### src/hw/rtl/slu_pkg.sv
`default_nettype none

package slu_pkg;

  // Characters the decoder reacts to.
  localparam logic [7:0] ChQuote     = 8'h22;
  localparam logic [7:0] ChApos      = 8'h27;
  localparam logic [7:0] ChBackslash = 8'h5C;
  localparam logic [7:0] ChLowT      = 8'h74;
  localparam logic [7:0] ChLowN      = 8'h6E;
  localparam logic [7:0] ChLowR      = 8'h72;
  localparam logic [7:0] ChLowU      = 8'h75;
  localparam logic [7:0] ChLBrace    = 8'h7B;
  localparam logic [7:0] ChRBrace    = 8'h7D;
  localparam logic [7:0] ChUnder     = 8'h5F;
  localparam logic [7:0] ChSpace     = 8'h20;
  localparam logic [7:0] ChDel       = 8'h7F;
  localparam logic [7:0] ChTab       = 8'h09;
  localparam logic [7:0] ChLf        = 8'h0A;
  localparam logic [7:0] ChCr        = 8'h0D;

  // Code point limits.
  localparam logic [20:0] CpSurrLo  = 21'h00D800;
  localparam logic [20:0] CpSurrHi  = 21'h00E000;
  localparam logic [24:0] CpLimit   = 25'h0110000;
  localparam logic [20:0] CpOneMax  = 21'h000080;
  localparam logic [20:0] CpTwoMax  = 21'h000800;
  localparam logic [20:0] CpThreeMax = 21'h010000;

  typedef enum logic [3:0] {
    M_IDLE,
    M_BODY,
    M_ESC,
    M_HEX2,
    M_UOPEN,
    M_UFIRST,
    M_UDIGITS,
    M_UUNDER,
    M_DONE,
    M_DISCARD
  } mode_t;

  typedef enum logic [2:0] {
    ST_BYTE,
    ST_CLOSED,
    ST_NOQUOTE,
    ST_UNTERM,
    ST_CONTROL,
    ST_BADESC,
    ST_BADUNI,
    ST_RANGE
  } status_t;

  // Results caused by one input beat: cnt of zero means none.
  typedef struct packed {
    logic [2:0]      cnt;
    logic [3:0][7:0] bytes;
    status_t         status;
  } grp_t;

endpackage

`default_nettype wire

### src/hw/rtl/string_literal_unescaper_top.sv
// Channel  Direction  tdata (low bit up)                  tlast
// s_*      in         in_byte[7:0]                        end_of_input
// m_*      out        out_byte[7:0], status[10:8], zero   last
//
// A beat is held in the input register, then is decoded into the result register,
// which sends its one to four result beats one per cycle while m_tready is high.
// A new input beat is taken every cycle while each beat gives at most one result
// and m_tready is high; a unicode escape that closes sends up to four beats.
// Reset is synchronous and returns the decoder to waiting for an opening quote.
// A stall on m_* holds the result register, then the input register, then s_tready.
`default_nettype none

module string_literal_unescaper_top
  import slu_pkg::*;
(
  input  wire logic        clk,
  input  wire logic        rst,
  input  wire logic        s_tvalid,
  output logic             s_tready,
  input  wire logic [7:0]  s_tdata,   // in_byte[7:0]
  input  wire logic        s_tlast,
  output logic             m_tvalid,
  input  wire logic        m_tready,
  output logic [15:0]      m_tdata,   // out_byte[7:0], status[10:8], zeros
  output logic             m_tlast
);

  logic       in_valid;
  logic [7:0] in_byte;
  logic       in_eoi;
  logic       adv;
  logic       load;
  logic       free;
  logic [1:0] idx;
  logic [2:0] cnt;
  grp_t       grp;
  mode_t      mode;

  // A beat that makes no result leaves the input register without waiting.
  assign adv      = in_valid && (grp.cnt == 3'd0 || free);
  assign load     = adv && grp.cnt != 3'd0;
  assign s_tready = !in_valid || adv;

  always_ff @(posedge clk) begin
    if (rst) begin
      in_valid <= 1'b0;
    end else if (s_tready) begin
      in_valid <= s_tvalid;
    end
  end

  always_ff @(posedge clk) begin
    if (s_tready && s_tvalid) begin
      in_byte <= s_tdata;
      in_eoi  <= s_tlast;
    end
  end

  slu_core u_core (
    .clk     (clk),
    .rst     (rst),
    .adv     (adv),
    .in_byte (in_byte),
    .eoi     (in_eoi),
    .grp     (grp),
    .mode    (mode)
  );

  slu_out u_out (
    .clk      (clk),
    .rst      (rst),
    .load     (load),
    .grp_in   (grp),
    .free     (free),
    .idx      (idx),
    .cnt      (cnt),
    .m_tvalid (m_tvalid),
    .m_tready (m_tready),
    .m_tdata  (m_tdata),
    .m_tlast  (m_tlast)
  );

  a_load_when_free: assert property (@(posedge clk) disable iff (rst)
    load |-> free)
    else $error("result group loaded over one still in flight");

  a_idx_in_range: assert property (@(posedge clk) disable iff (rst)
    m_tvalid |-> ({1'b0, idx} < cnt))
    else $error("result index past group length");

  a_status_single: assert property (@(posedge clk) disable iff (rst)
    (m_tvalid && m_tdata[10:8] != ST_BYTE) |-> m_tlast)
    else $error("status beat is not the last of its group");

  a_eoi_idle: assert property (@(posedge clk) disable iff (rst)
    (adv && in_eoi) |=> (mode == M_IDLE))
    else $error("end of input did not return decoder to idle");

endmodule

`default_nettype wire

### src/hw/rtl/slu_core.sv
`default_nettype none

module slu_core
  import slu_pkg::*;
(
  input  wire logic       clk,
  input  wire logic       rst,
  input  wire logic       adv,
  input  wire logic [7:0] in_byte,
  input  wire logic       eoi,
  output grp_t            grp,
  output mode_t           mode
);

  logic [3:0]  hex_high_nibble;
  logic [20:0] code_point;
  logic        too_large;

  mode_t       mode_next;
  logic [3:0]  hex_high_nibble_next;
  logic [20:0] code_point_next;
  logic        too_large_next;

  logic        is_hex;
  logic [3:0]  hval;
  logic [24:0] acc;
  logic        acc_big;
  logic        cp_bad;

  always_comb begin
    is_hex = 1'b1;
    hval   = 4'd0;
    if (in_byte >= 8'h30 && in_byte <= 8'h39) begin
      hval = 4'(in_byte - 8'h30);
    end else if (in_byte >= 8'h41 && in_byte <= 8'h46) begin
      hval = 4'(in_byte - 8'h37);
    end else if (in_byte >= 8'h61 && in_byte <= 8'h66) begin
      hval = 4'(in_byte - 8'h57);
    end else begin
      is_hex = 1'b0;
    end
  end

  assign acc     = {code_point, 4'b0000} + {21'd0, hval};
  assign acc_big = acc >= CpLimit;
  assign cp_bad  = too_large || ({4'd0, code_point} >= CpLimit) ||
                   (code_point >= CpSurrLo && code_point < CpSurrHi);

  // Next state.
  always_comb begin
    mode_next            = mode;
    hex_high_nibble_next = hex_high_nibble;
    code_point_next      = code_point;
    too_large_next       = too_large;
    if (eoi) begin
      mode_next            = M_IDLE;
      hex_high_nibble_next = 4'd0;
      code_point_next      = 21'd0;
      too_large_next       = 1'b0;
    end else begin
      unique case (mode) inside
        M_IDLE: begin
          mode_next = (in_byte == ChQuote) ? M_BODY : M_DISCARD;
        end
        M_BODY: begin
          if (in_byte == ChQuote) begin
            mode_next = M_DONE;
          end else if (in_byte == ChBackslash) begin
            mode_next = M_ESC;
          end else if (in_byte < ChSpace || in_byte == ChDel) begin
            mode_next = M_DISCARD;
          end
        end
        M_ESC: begin
          if (in_byte == ChLowT || in_byte == ChLowN || in_byte == ChLowR ||
              in_byte == ChBackslash || in_byte == ChQuote || in_byte == ChApos) begin
            mode_next = M_BODY;
          end else if (in_byte == ChLowU) begin
            mode_next = M_UOPEN;
          end else if (is_hex) begin
            hex_high_nibble_next = hval;
            mode_next            = M_HEX2;
          end else begin
            mode_next = M_DISCARD;
          end
        end
        M_HEX2: begin
          mode_next = is_hex ? M_BODY : M_DISCARD;
        end
        M_UOPEN: begin
          if (in_byte == ChLBrace) begin
            code_point_next = 21'd0;
            too_large_next  = 1'b0;
            mode_next       = M_UFIRST;
          end else begin
            mode_next = M_DISCARD;
          end
        end
        M_UFIRST, M_UUNDER, M_UDIGITS: begin
          if (is_hex) begin
            if (!too_large) begin
              if (acc_big) too_large_next = 1'b1;
              else code_point_next = acc[20:0];
            end
            mode_next = M_UDIGITS;
          end else if (mode == M_UDIGITS && in_byte == ChUnder) begin
            mode_next = M_UUNDER;
          end else if (mode == M_UDIGITS && in_byte == ChRBrace) begin
            mode_next = cp_bad ? M_DISCARD : M_BODY;
          end else begin
            mode_next = M_DISCARD;
          end
        end
        default: begin
          mode_next = mode;
        end
      endcase
    end
  end

  // Results of this beat.
  always_comb begin
    grp        = '0;
    grp.status = ST_BYTE;
    if (eoi) begin
      if (mode == M_IDLE) begin
        grp.cnt    = 3'd1;
        grp.status = ST_NOQUOTE;
      end else if (mode != M_DONE && mode != M_DISCARD) begin
        grp.cnt    = 3'd1;
        grp.status = ST_UNTERM;
      end
    end else begin
      unique case (mode) inside
        M_IDLE: begin
          if (in_byte != ChQuote) begin
            grp.cnt    = 3'd1;
            grp.status = ST_NOQUOTE;
          end
        end
        M_BODY: begin
          if (in_byte == ChQuote) begin
            grp.cnt    = 3'd1;
            grp.status = ST_CLOSED;
          end else if (in_byte == ChBackslash) begin
            grp.cnt = 3'd0;
          end else if (in_byte < ChSpace || in_byte == ChDel) begin
            grp.cnt    = 3'd1;
            grp.status = ST_CONTROL;
          end else begin
            grp.cnt      = 3'd1;
            grp.bytes[0] = in_byte;
          end
        end
        M_ESC: begin
          if (in_byte == ChLowT) begin
            grp.cnt      = 3'd1;
            grp.bytes[0] = ChTab;
          end else if (in_byte == ChLowN) begin
            grp.cnt      = 3'd1;
            grp.bytes[0] = ChLf;
          end else if (in_byte == ChLowR) begin
            grp.cnt      = 3'd1;
            grp.bytes[0] = ChCr;
          end else if (in_byte == ChBackslash || in_byte == ChQuote ||
                       in_byte == ChApos) begin
            grp.cnt      = 3'd1;
            grp.bytes[0] = in_byte;
          end else if (in_byte != ChLowU && !is_hex) begin
            grp.cnt    = 3'd1;
            grp.status = ST_BADESC;
          end
        end
        M_HEX2: begin
          grp.cnt = 3'd1;
          if (is_hex) grp.bytes[0] = {hex_high_nibble, hval};
          else grp.status = ST_BADESC;
        end
        M_UOPEN: begin
          if (in_byte != ChLBrace) begin
            grp.cnt    = 3'd1;
            grp.status = ST_BADESC;
          end
        end
        M_UFIRST, M_UUNDER, M_UDIGITS: begin
          if (is_hex) begin
            grp.cnt = 3'd0;
          end else if (mode == M_UDIGITS && in_byte == ChUnder) begin
            grp.cnt = 3'd0;
          end else if (mode == M_UDIGITS && in_byte == ChRBrace) begin
            if (cp_bad) begin
              grp.cnt    = 3'd1;
              grp.status = ST_RANGE;
            end else if (code_point < CpOneMax) begin
              grp.cnt      = 3'd1;
              grp.bytes[0] = code_point[7:0];
            end else if (code_point < CpTwoMax) begin
              grp.cnt      = 3'd2;
              grp.bytes[0] = {3'b110, code_point[10:6]};
              grp.bytes[1] = {2'b10, code_point[5:0]};
            end else if (code_point < CpThreeMax) begin
              grp.cnt      = 3'd3;
              grp.bytes[0] = {4'b1110, code_point[15:12]};
              grp.bytes[1] = {2'b10, code_point[11:6]};
              grp.bytes[2] = {2'b10, code_point[5:0]};
            end else begin
              grp.cnt      = 3'd4;
              grp.bytes[0] = {5'b11110, code_point[20:18]};
              grp.bytes[1] = {2'b10, code_point[17:12]};
              grp.bytes[2] = {2'b10, code_point[11:6]};
              grp.bytes[3] = {2'b10, code_point[5:0]};
            end
          end else begin
            grp.cnt    = 3'd1;
            grp.status = ST_BADUNI;
          end
        end
        default: begin
          grp.cnt = 3'd0;
        end
      endcase
    end
  end

  always_ff @(posedge clk) begin
    if (rst) begin
      mode            <= M_IDLE;
      hex_high_nibble <= 4'd0;
      code_point      <= 21'd0;
      too_large       <= 1'b0;
    end else if (adv) begin
      mode            <= mode_next;
      hex_high_nibble <= hex_high_nibble_next;
      code_point      <= code_point_next;
      too_large       <= too_large_next;
    end
  end

endmodule

`default_nettype wire

### src/hw/rtl/slu_out.sv
`default_nettype none

module slu_out
  import slu_pkg::*;
(
  input  wire logic        clk,
  input  wire logic        rst,
  input  wire logic        load,
  input  wire grp_t        grp_in,
  output logic             free,
  output logic [1:0]       idx,
  output logic [2:0]       cnt,
  output logic             m_tvalid,
  input  wire logic        m_tready,
  output logic [15:0]      m_tdata,
  output logic             m_tlast
);

  logic valid;
  grp_t grp;
  logic take;

  assign cnt      = grp.cnt;
  assign m_tvalid = valid;
  assign m_tlast  = ({1'b0, idx} == grp.cnt - 3'd1);
  assign m_tdata  = {5'd0, grp.status, grp.bytes[idx]};
  assign take     = valid && m_tready;
  // The register frees up in the same cycle its final beat is taken.
  assign free     = !valid || (take && m_tlast);

  always_ff @(posedge clk) begin
    if (rst) begin
      valid <= 1'b0;
      idx   <= 2'd0;
    end else if (load) begin
      valid <= 1'b1;
      idx   <= 2'd0;
    end else if (take) begin
      if (m_tlast) valid <= 1'b0;
      idx <= idx + 2'd1;
    end
  end

  always_ff @(posedge clk) begin
    if (load) grp <= grp_in;
  end

endmodule

`default_nettype wire

### config.mk
export PLATFORM = sky130hd
export DESIGN_NAME = string_literal_unescaper_top
export DESIGN_NICKNAME = d
export VERILOG_FILES = /design/src/hw/rtl/slu_pkg.sv /design/src/hw/rtl/string_literal_unescaper_top.sv /design/src/hw/rtl/slu_core.sv /design/src/hw/rtl/slu_out.sv
export SDC_FILE = /design/constraint.sdc
export NUM_CORES = 1
export LEC_CHECK = 0
export BUFFER_PORTS_ARGS = -buffer_cell sky130_fd_sc_hd__buf_4
export CORE_MARGIN = 2
export CORE_UTILIZATION = 55
export DETAILED_ROUTE_END_ITERATION = 7
export PLACE_DENSITY = 0.74
export SLEW_MARGIN = 20
export SYNTH_ARGS = -nofsm -noshare
export SYNTH_HDL_FRONTEND = slang
export SYNTH_SLANG_ARGS = --single-unit
### constraint.sdc
create_clock -name clk -period 5.5 [get_ports clk]
set_input_delay 0 -clock clk [delete_from_list [all_inputs] [get_ports clk]]
set_output_delay 0 -clock clk [all_outputs]
set_load 0.02 [all_outputs]
==> results of run 1 <==
-- critical path: cells and delay by family, from the launching register on --
kind                   cells  cell delay, ns
buffers and inverters      1            0.15
AND/OR/NAND/NOR            5            2.21
flip-flops                 1            0.39
AO/OA/AOI/OAI              1            0.27
-- report_power, final --
part	internal (W)	switching, W	total [W]
registers	0.000642	0.0000242	0.000666
clock network	0.000255	0.000217	0.000472
logic	0.0000544	0.0000722	0.000127
total	0.000951	0.000313	0.00126
-- sequential cells by signal, summed over array words and instances, names as in the netlist --
signal / flops
u_out.m_tdata: 3
u_out.idx: 2
u_out.cnt: 3
u_out.m_tvalid: 1
u_core.mode: 4
in_byte: 8
u_core.hex_high_nibble: 4
in_eoi: 1
u_core.code_point: 21
in_valid: 1
u_out.grp: 29
u_core.too_large: 1
-- placed cells by master (no fill, tap or decap), types with 3 or more instances in the layout --
master          n
inv_1          16
o31ai_1         4
a21boi_0        7
mux4_2          7
nand2_1        40
a21o_1          3
clkbuf_8        9
nor3_1         14
conb_1          5
o21ai_0        24
nor4_1          4
nor2_1         28
ha_1            5
and3_1          5
a211oi_1        7
nor4b_1         3
and2_1         10
nand3_1        15
dlygate4sd3_1  12
nand4b_1        3
dfxtp_1        34
or4b_1          3
a31oi_1         7
o221ai_1        3
edfxtp_1       44
xor2_1          3
a21oi_1        25
nand2b_1        6
buf_4          31
mux2i_1         6
or4_1           5
or2_2           5
a22oi_1         4
nand3b_1        3
a22o_1         20
-- final cells by class --
class	count	area (um2)	area share [%]
sequential	78	2000	40.8
tap	102	128	2.60
clock inverter	6	85.1	1.74
inverter	16	60.1	1.23
clock buffer	10	128	2.60
multi-input combinational	319	2150	43.8
timing repair buffer	43	353	7.20
-- cells by family (layout without fill, tap and decap cells) --
group	count (synthesis)	in the layout
adders and majority gates	5	5
AOI/OAI and AO/OA	129	129
and+or+nand+nor	162	162
buffers and inverters	53	75
xor gates and xnor gates	5	5
muxes	13	13
other	1	5
DFF	78	78
-- timing repair --
| item | in CTS | in global routing |
|---|---|---|
| hold endpoints to repair | 19 | 0 |
| buffers inserted | 0 | 0 |
| hold buffers | 12 | 0 |
| resized for setup | 0 | 0 |
-- per-stage QoR --
| step | area (um2) | power, W | hold WS [ns] | util [%] | instances |
|---|---|---|---|---|---|
| 2_1_floorplan | 4400 | 0.000762 | 0.0989 | - | 450 |
| 3_3_place_gp | 4570 | 0.000793 | 0.178 | 59.1 | 546 |
| 3_5_place_dp | 4570 | 0.000797 | 0.179 | 59.1 | 546 |
| 4_1_cts | 4900 | 0.00126 | 0.00662 | 63.4 | 574 |
| 5_1_grt | 4900 | 0.00131 | 0.0186 | 63.4 | 574 |
| 6_report | 4900 | 0.00126 | 0.00298 | 63.4 | 574 |
-- layer usage --
metal	global-route usage, %	share of wire [%]
met3	5.16	8.2
met2	40.9	47
met5	0	0
met4	9.68	2.0
met1	35.5	43
-- worst paths after layout --
path         depth (start not counted)                       from  slack (ns)                         to
max reg2reg                          7      u_core.code_point[12]        2.14                 in_byte[0]
max                                  7      u_core.code_point[12]        2.14                 in_byte[0]
min                                  4                   m_tready       0.003               u_out.idx[0]
min reg2reg                          2  u_core.hex_high_nibble[0]        0.49  u_core.hex_high_nibble[0]
==> out/results.txt, run 1 <==
Along the worst path, the maximum fanout reaches 9. Among all cell types in the netlist, the one instantiated most often is edfxtp_1. The count of routing violations after the opening detailed-route iteration was 384; the worst slew margin relative to its limit was 55.0%. After synthesis, the largest family of logic cells by area is compound AO/OA/AOI/OAI gates.

The logs give 2.25 ns for the worst setup slack after placement and 0 for the number of antenna violations at the first check in global routing. TritonCTS built the clock tree. The final hold violation count came out at 0. The cell occurring most often along the worst timing path was nand3_1. The biggest area contributor in the post-synthesis netlist is edfxtp_1. After layout, the worst path uses 61.2% of the clock period. The signal arrival time at the worst endpoint was 3.38 ns; the adder-cell area share of the yosys netlist was 1.43%.

Routability-driven placement congestion ratio: 0.958. Summed over all layers, the global routing overflow is 0. Kind of end point of the critical path: a flip-flop. The die is 93.2 um tall. The number of global-route vias before repair was 3,370.

The floorplan step defined a die boundary enclosing 8690 um2. Summed over all layers, the routed wires come to 10.8 mm. After detailed routing, the average wire length per cell comes to 18.8 um. The final critical path time including I/O delays and setup was 3.36 ns. On the critical path, the stage with the largest delay is an instance of nor2b_1.

Setup violations remaining at the end of the flow were counted as 0. The via count is 3,669, and the share of final-layout standard cells stronger than drive strength 1 is 14.0%. The count of H-tree levels built during CTS was 3.

The clock tree skew after final layout is 0.0112 ns. From synthesis to final layout, the design area changed by 11.9%. The tools report the number of distinct library cells after synthesis as 70. The commonest cells after synthesis are edfxtp_1, nand2_1, dfxtp_1.

The core region is 7730 um2. For this run, the register share of the synthesized area comes to 45.7%. TritonCTS created 9 clock buffers. The count of flip-flops with a built-in enable after synthesis was 44; the number of max-slew violations in the final report was 0. The share of async-settable or async-resettable flops after synthesis was 0%; the worst path required time was 5.51 ns. The clock network latency to the later pin of the worst-skew pair is 0.36 ns, and the xor and xnor fraction of the mapped netlist area is 1.00%. Adding up every negative setup slack in the final design gives 0 ns. Traced cell by cell, the critical path runs through nor4_1 > nor2b_1 > nand3_1 > nand3_1 > inv_1 > o211ai_1 > and2_1. Gate count after technology mapping: 446. The complex-gate fraction of the synthesized area was 20.9%.

The share of Yosys cell area claimed by the top area cell type was 30.2%. Entering global routing, the biggest net connects 35 pins. For the maximum vdd drop, the log shows 0.130 mV. The tree is rooted in a clkbuf_8. The number of I/O port buffers was 26; the worst setup slack after layout was 2.14 ns. The initial utilization of the core area, before any placement, comes to 56.7%. Clock tree synthesis found a total of 78 sinks. The worst hold path class was in -> reg. Averaged over all synthesized cells, the footprint is 9.82 um2.

For this run, the leading register cell type out of synthesis is edfxtp_1. Once detailed placement completed, the half-perimeter wirelength came to 7.61 mm. The total global routing track utilization is 25.9%.

The leakage dissipation came out at 1.71 nW. The number of maximum-capacitance constraint violations was 0; the synthesized flop and latch total was 78. The die outline width is 93.2 um.

Yosys attributes the largest share of cell area to edfxtp_1, dfxtp_1, a22o_1, mux4_2, nand2_1. The cell area that synthesis handed to floorplanning was 4380 um2. The kind of critical path is reg -> reg. In the routed design, unresolved DRC markers number 0.

The total power per unit cell area is 258 nW/um2. The net total in the final layout came out at 485. The number of cell rows is 32. Of the post-synthesis cell area, the part taken by muxes is 4.97%. Derived from the worst setup path, the maximum achievable clock frequency is 297 MHz. The synthesized netlist devotes 20.2% of its cell area to simple gates. The tools report the wire length of the first global-routing pass as 17.3 mm. The nature of the critical path startpoint was a flip-flop.

For the pin with the worst max-slew slack, the measured transition is 0.676 ns. Yosys printed 0 warnings. The detail route stage leaves a number of antenna-violating nets equal to 0.

The CTS clock-pin slew for the worst setup and hold paths came out at 0.08 ns. Setup repair after global routing left no endpoint under its margin. The run finished with clean final reports. In this design, the stage delay of the slowest critical-path cell is 0.57 ns. The detail-routed via count per cell was 6.39. The tools report the top-level I/O count as 32. 0 antenna diodes ended up in the layout.

The pre-antenna-repair detailed-routing pass consisted of 6 iterations. For the largest buffer count on any clock path, the log shows 2. The filler cells instantiated in the layout total 614.
Power figures use the tool's default switching activity.
==> run 2: changes to the inputs <==
- ABC_AREA: not set -> 1
- PLACE_DENSITY: 0.74 -> 0.76
- clock period: 5.5 -> 3.05 ns (I/O delays scaled with it)
==> run 2 against run 1 <==
Setup slack worse by 1.9 ns. Highest routed layer unchanged. Critical path type unchanged. Total power is 100% higher. Synthesized cell count is 48% higher. Via count is 23% higher. Clock-buffer cell count is 1 lower. Non-clock buffer count is 12 higher. Final cell count is 41% higher. Clock power is 76% higher. Critical endpoint is now in_valid. Sequential power is 85% higher.
==> out/results.txt, run 2 <==
The flow ran to the end, and the final reports show no timing, DRC or antenna violations. The run gives 42.8% (-2.9 points) as the sequential area share after synthesis. The logs give 349 MHz (+18%) for the maximum clock rate and 78 (unchanged) for the clock sink count. The tools report the startpoint of the lowest-slack hold path as s_tvalid. For the overall power, the log shows 0.00258 W (+100%).

The tools report the leakage dissipation as 2.40 nW (+41%). In the post-synthesis netlist, the biggest area contributors are edfxtp_1, dfxtp_1, nand2_1, nor2_1, inv_1. The final hold violation count was 0 (unchanged). The count of H-tree levels built during CTS came out at 3 (unchanged).

Signal arrival time at the worst endpoint: 3.11 ns (-0.27 ns). The worst hold path belongs to the class in -> reg. The gate count after technology mapping is 658 (+48%), and the basic-gate share of the synthesized area counting and, or, nand and nor cells is 29.7% (+9.5 points).

The setup path with the least slack is of type reg -> reg. For the utilization after layout, the log shows 65.0% (+1.6 points). The nature of the critical path startpoint is a flip-flop.

The remaining global-route overflow was 0 (unchanged). The tightest hold margin came out at 0.217 ns (+0.215 ns). The die outline area is 9250 um2 (+6.4%), and the share of Yosys cell area claimed by the top area cell type is 28.3% (-1.9 points). The logs give 0 (unchanged) for the number of max-slew violations in the final report and 0.0183 ns (+0.00705 ns) for the clock tree skew after final layout. The final count of negative-setup-slack endpoints is 0 (unchanged), and the routability-driven placement congestion ratio is 0.970 (+1.3%).

Counting flops per register, the top entry is u_out.grp. The effective utilization at floorplan is 56.9% (+0.17 points). Summed over all instances, the cell type with the most area after synthesis is edfxtp_1. The run gives 48.7% (-6.3 points) as the worst slew margin relative to its limit. Complex-gate fraction of the synthesized area: 14.0% (-6.9 points). The commonest non-fill, non-tap cell in the layout is nand2_1. The net total in the final layout is 719 (+48%). For the largest net degree at the start of global routing, the log shows 44 (+26%). The logs give 9 (unchanged) for the total CTS buffers and 0 (unchanged) for the remaining design rule violation count.

TritonCTS built the clock tree. By count the netlist is led by nand2_1, nor2_1, inv_1. The synthesis-to-layout area growth is 14.4%, and the transition time at the pin with the least slew margin is 0.769 ns (+0.0930 ns). The startpoint of the most critical register-to-register path was in_byte[5]. The adder-cell area share of the yosys netlist was 1.34% (-0.089 points). The run gives 30.3% (+4.3 points) as the total global routing track utilization.

The final critical path time including I/O delays and setup works out to 2.86 ns (-0.501 ns). Setup repair after global routing left no endpoint under its margin. The worst setup slack after layout is 0.187 ns (-1.95 ns). The vertical die dimension is 96.2 um (+3.1%). Final total negative setup slack: 0 ns (unchanged). The kind of end point of the critical path was a flip-flop. The largest buffer count on any clock path was 2 (unchanged). The clock network latency to the later pin of the worst-skew pair was 0.37 ns (about the same); the synthesized flop and latch total was 78 (unchanged). After synthesis, the largest family of logic cells by area is simple AND/OR/NAND/NOR gates.

In the synthesized netlist the dominant register cell turns out to be edfxtp_1. For the number of filler cells placed in the layout, the log shows 731 (+19%). The average instance area after synthesis is 7.10 um2 (-28%), and the netlist area before placement is 4670 um2 (+6.7%). The share of synthesized area spent on multiplexers is 0% (-5.0 points), and the top-level I/O count is 32 (unchanged). Sequential standard cell area: 2000 um2 (unchanged). The remaining antenna violation count is 0 (unchanged). The sum of routed wire length over all layers was 13.3 mm (+23%). The xor and xnor fraction of the mapped netlist area works out to 0.562% (-0.44 points). The largest registers in the layout are u_out.grp: 29 flops, u_core.code_point: 21 flops, in_byte: 8 flops. The total power per unit cell area came out at 483 nW/um2 (+87%). The setup slack on the worst flop-to-flop path is 0.19 ns (-1.95 ns), and the via count is 4,502 (+23%). The fraction of the cycle the final worst path needs was 93.9% (+33 points); the count of flip-flops with a built-in enable after synthesis was 44 (unchanged). The number of flip-flops under the largest register name was 29 (unchanged).

The run gives 3.30 ns (-2.21 ns) as the worst path required time. The share of final-layout standard cells stronger than drive strength 1 was 12.7% (-1.2 points). Post-detailed-placement half-perimeter wirelength: 10.0 mm (+32%).

The library cells used most frequently in the layout, excluding fill and tap cells, are nand2_1, nor2_1, inv_1. Total inserted antenna cells: 0 (unchanged). For the number of distinct library cells after synthesis, the log shows 38 (-46%). The die outline width is 96.2 um (+3.1%). CTS placed an instance of clkbuf_8 at the clock tree root. The area of the core region came out at 8220 um2 (+6.3%).

Detail-routed via count per cell: 5.55 (-13%). The detail-routed net length per standard cell came out at 16.4 um (-13%). For the number of global-route vias before repair, the log shows 4,002 (+19%). The worst-path maximum fanout was 8 (-1). The number of I/O port buffers came out at 26 (unchanged). The run gives 0.286 mV (+120%) as the maximum vdd drop.

The CTS clock-pin slew for the worst setup and hold paths was 0.08 ns (about the same). The run gives 0 (unchanged) as the number of maximum-capacitance constraint violations. The number of iterations in the first detailed-routing pass was 6 (unchanged).

The run gives 33 (+3.1%) as the number of cell rows. The run gives 2160 um2 (+0.52%) as the area of combinational cells with multiple inputs. The Yosys warning count is 0 (unchanged).

The number of antenna violations at the first check in global routing is 0 (unchanged), and the worst setup slack after placement is 0.396 ns (-1.85 ns). The share of async-settable or async-resettable flops after synthesis works out to 0% (unchanged). The wire length of the first global-routing pass is 20.8 mm (+20%).

The timing startpoint of the critical path was in_byte[5]. The count of routing violations after the opening detailed-route iteration is 380 (-1.0%). In the post-synthesis netlist, the cell with the most instances is nand2_1.
## run 2: cell count changes after synthesis, sizes merged, moves of 8 or more
cell | previous run | this run
and2 | 10 | 0
nand2 | 40 | 162
inv | 16 | 100
a22o | 20 | 0
o22ai | 1 | 12
nor2 | 28 | 125
nor3 | 14 | 6
nand3 | 15 | 35
a21oi | 25 | 35
o21ai | 24 | 36
## run 2: report_power, final
group,total (W),leakage [nW],internal [W],switching [W]
Combinational,0.000522,1.61,0.000175,0.000347
Sequential,0.00123,0.695,0.00117,0.0000515
Clock,0.000832,0.101,0.000396,0.000435
Total,0.00258,2.40,0.00174,0.000834
## run 2: final timing paths
check / end / cells past startpoint
setup / recovery: in_valid / 14
hold / removal: in_eoi / 3
setup reg to reg: in_valid / 14
hold reg to reg: u_core.too_large / 2
## run 2: timing repair
action,CTS,global route
setup endpoints to repair,0,1
setup buffers,0,2
hold buffers,12,0
gates resized for setup,0,3
endpoints found under the hold margin,19,0
## run 2: layout make-up
class	count	share of cell area, %
flip-flops and latches	78	37.5
multi-input cells	456	40.4
repair buffers	55	8.52
clock inverters	7	1.69
well taps	105	2.46
clock buffers	9	2.32
inverters	101	7.17
## run 2: cells by family (layout without fill, tap and decap cells)
kind of cell	count (synthesis)	after routing
and+or+nand+nor	331	331
buffers and inverters	128	172
AOI/OAI and AO/OA	112	112
DFF	78	78
adders and majority gates	5	5
xor gates and xnor gates	3	3
other	1	5
## run 2: per-layer routing
metal	GRT usage, %	vias up	share of wire (%)
li1	-	2190	-
met3	5.72	28	9.3
met4	8.57	0	2.3
met2	43.5	231	42
met5	0	-	0
met1	46.1	2053	46
## run 2: worst max-delay path: stages (launching register included)
cell	delay (ns)
edfxtp_1	0.55
nand2_1	0.19
inv_1	0.11
nand3_1	0.12
nor2_2	0.22
nand2_2	0.14
inv_2	0.17
nand3_4	0.15
nand3_2	0.14
nand2_4	0.07
inv_2	0.08
nand2_1	0.08
nand2_1	0.10
a21oi_1	0.06
dlygate4sd3_1	0.56
## run 2: per-stage QoR
| stage | cells | area, um2 |
|---|---|---|
| after global placement | 781 | 4990 |
| final | 811 | 5340 |
| after floorplan | 662 | 4690 |
| after detailed placement | 781 | 4990 |
| after CTS | 809 | 5320 |
| after global routing | 811 | 5340 |
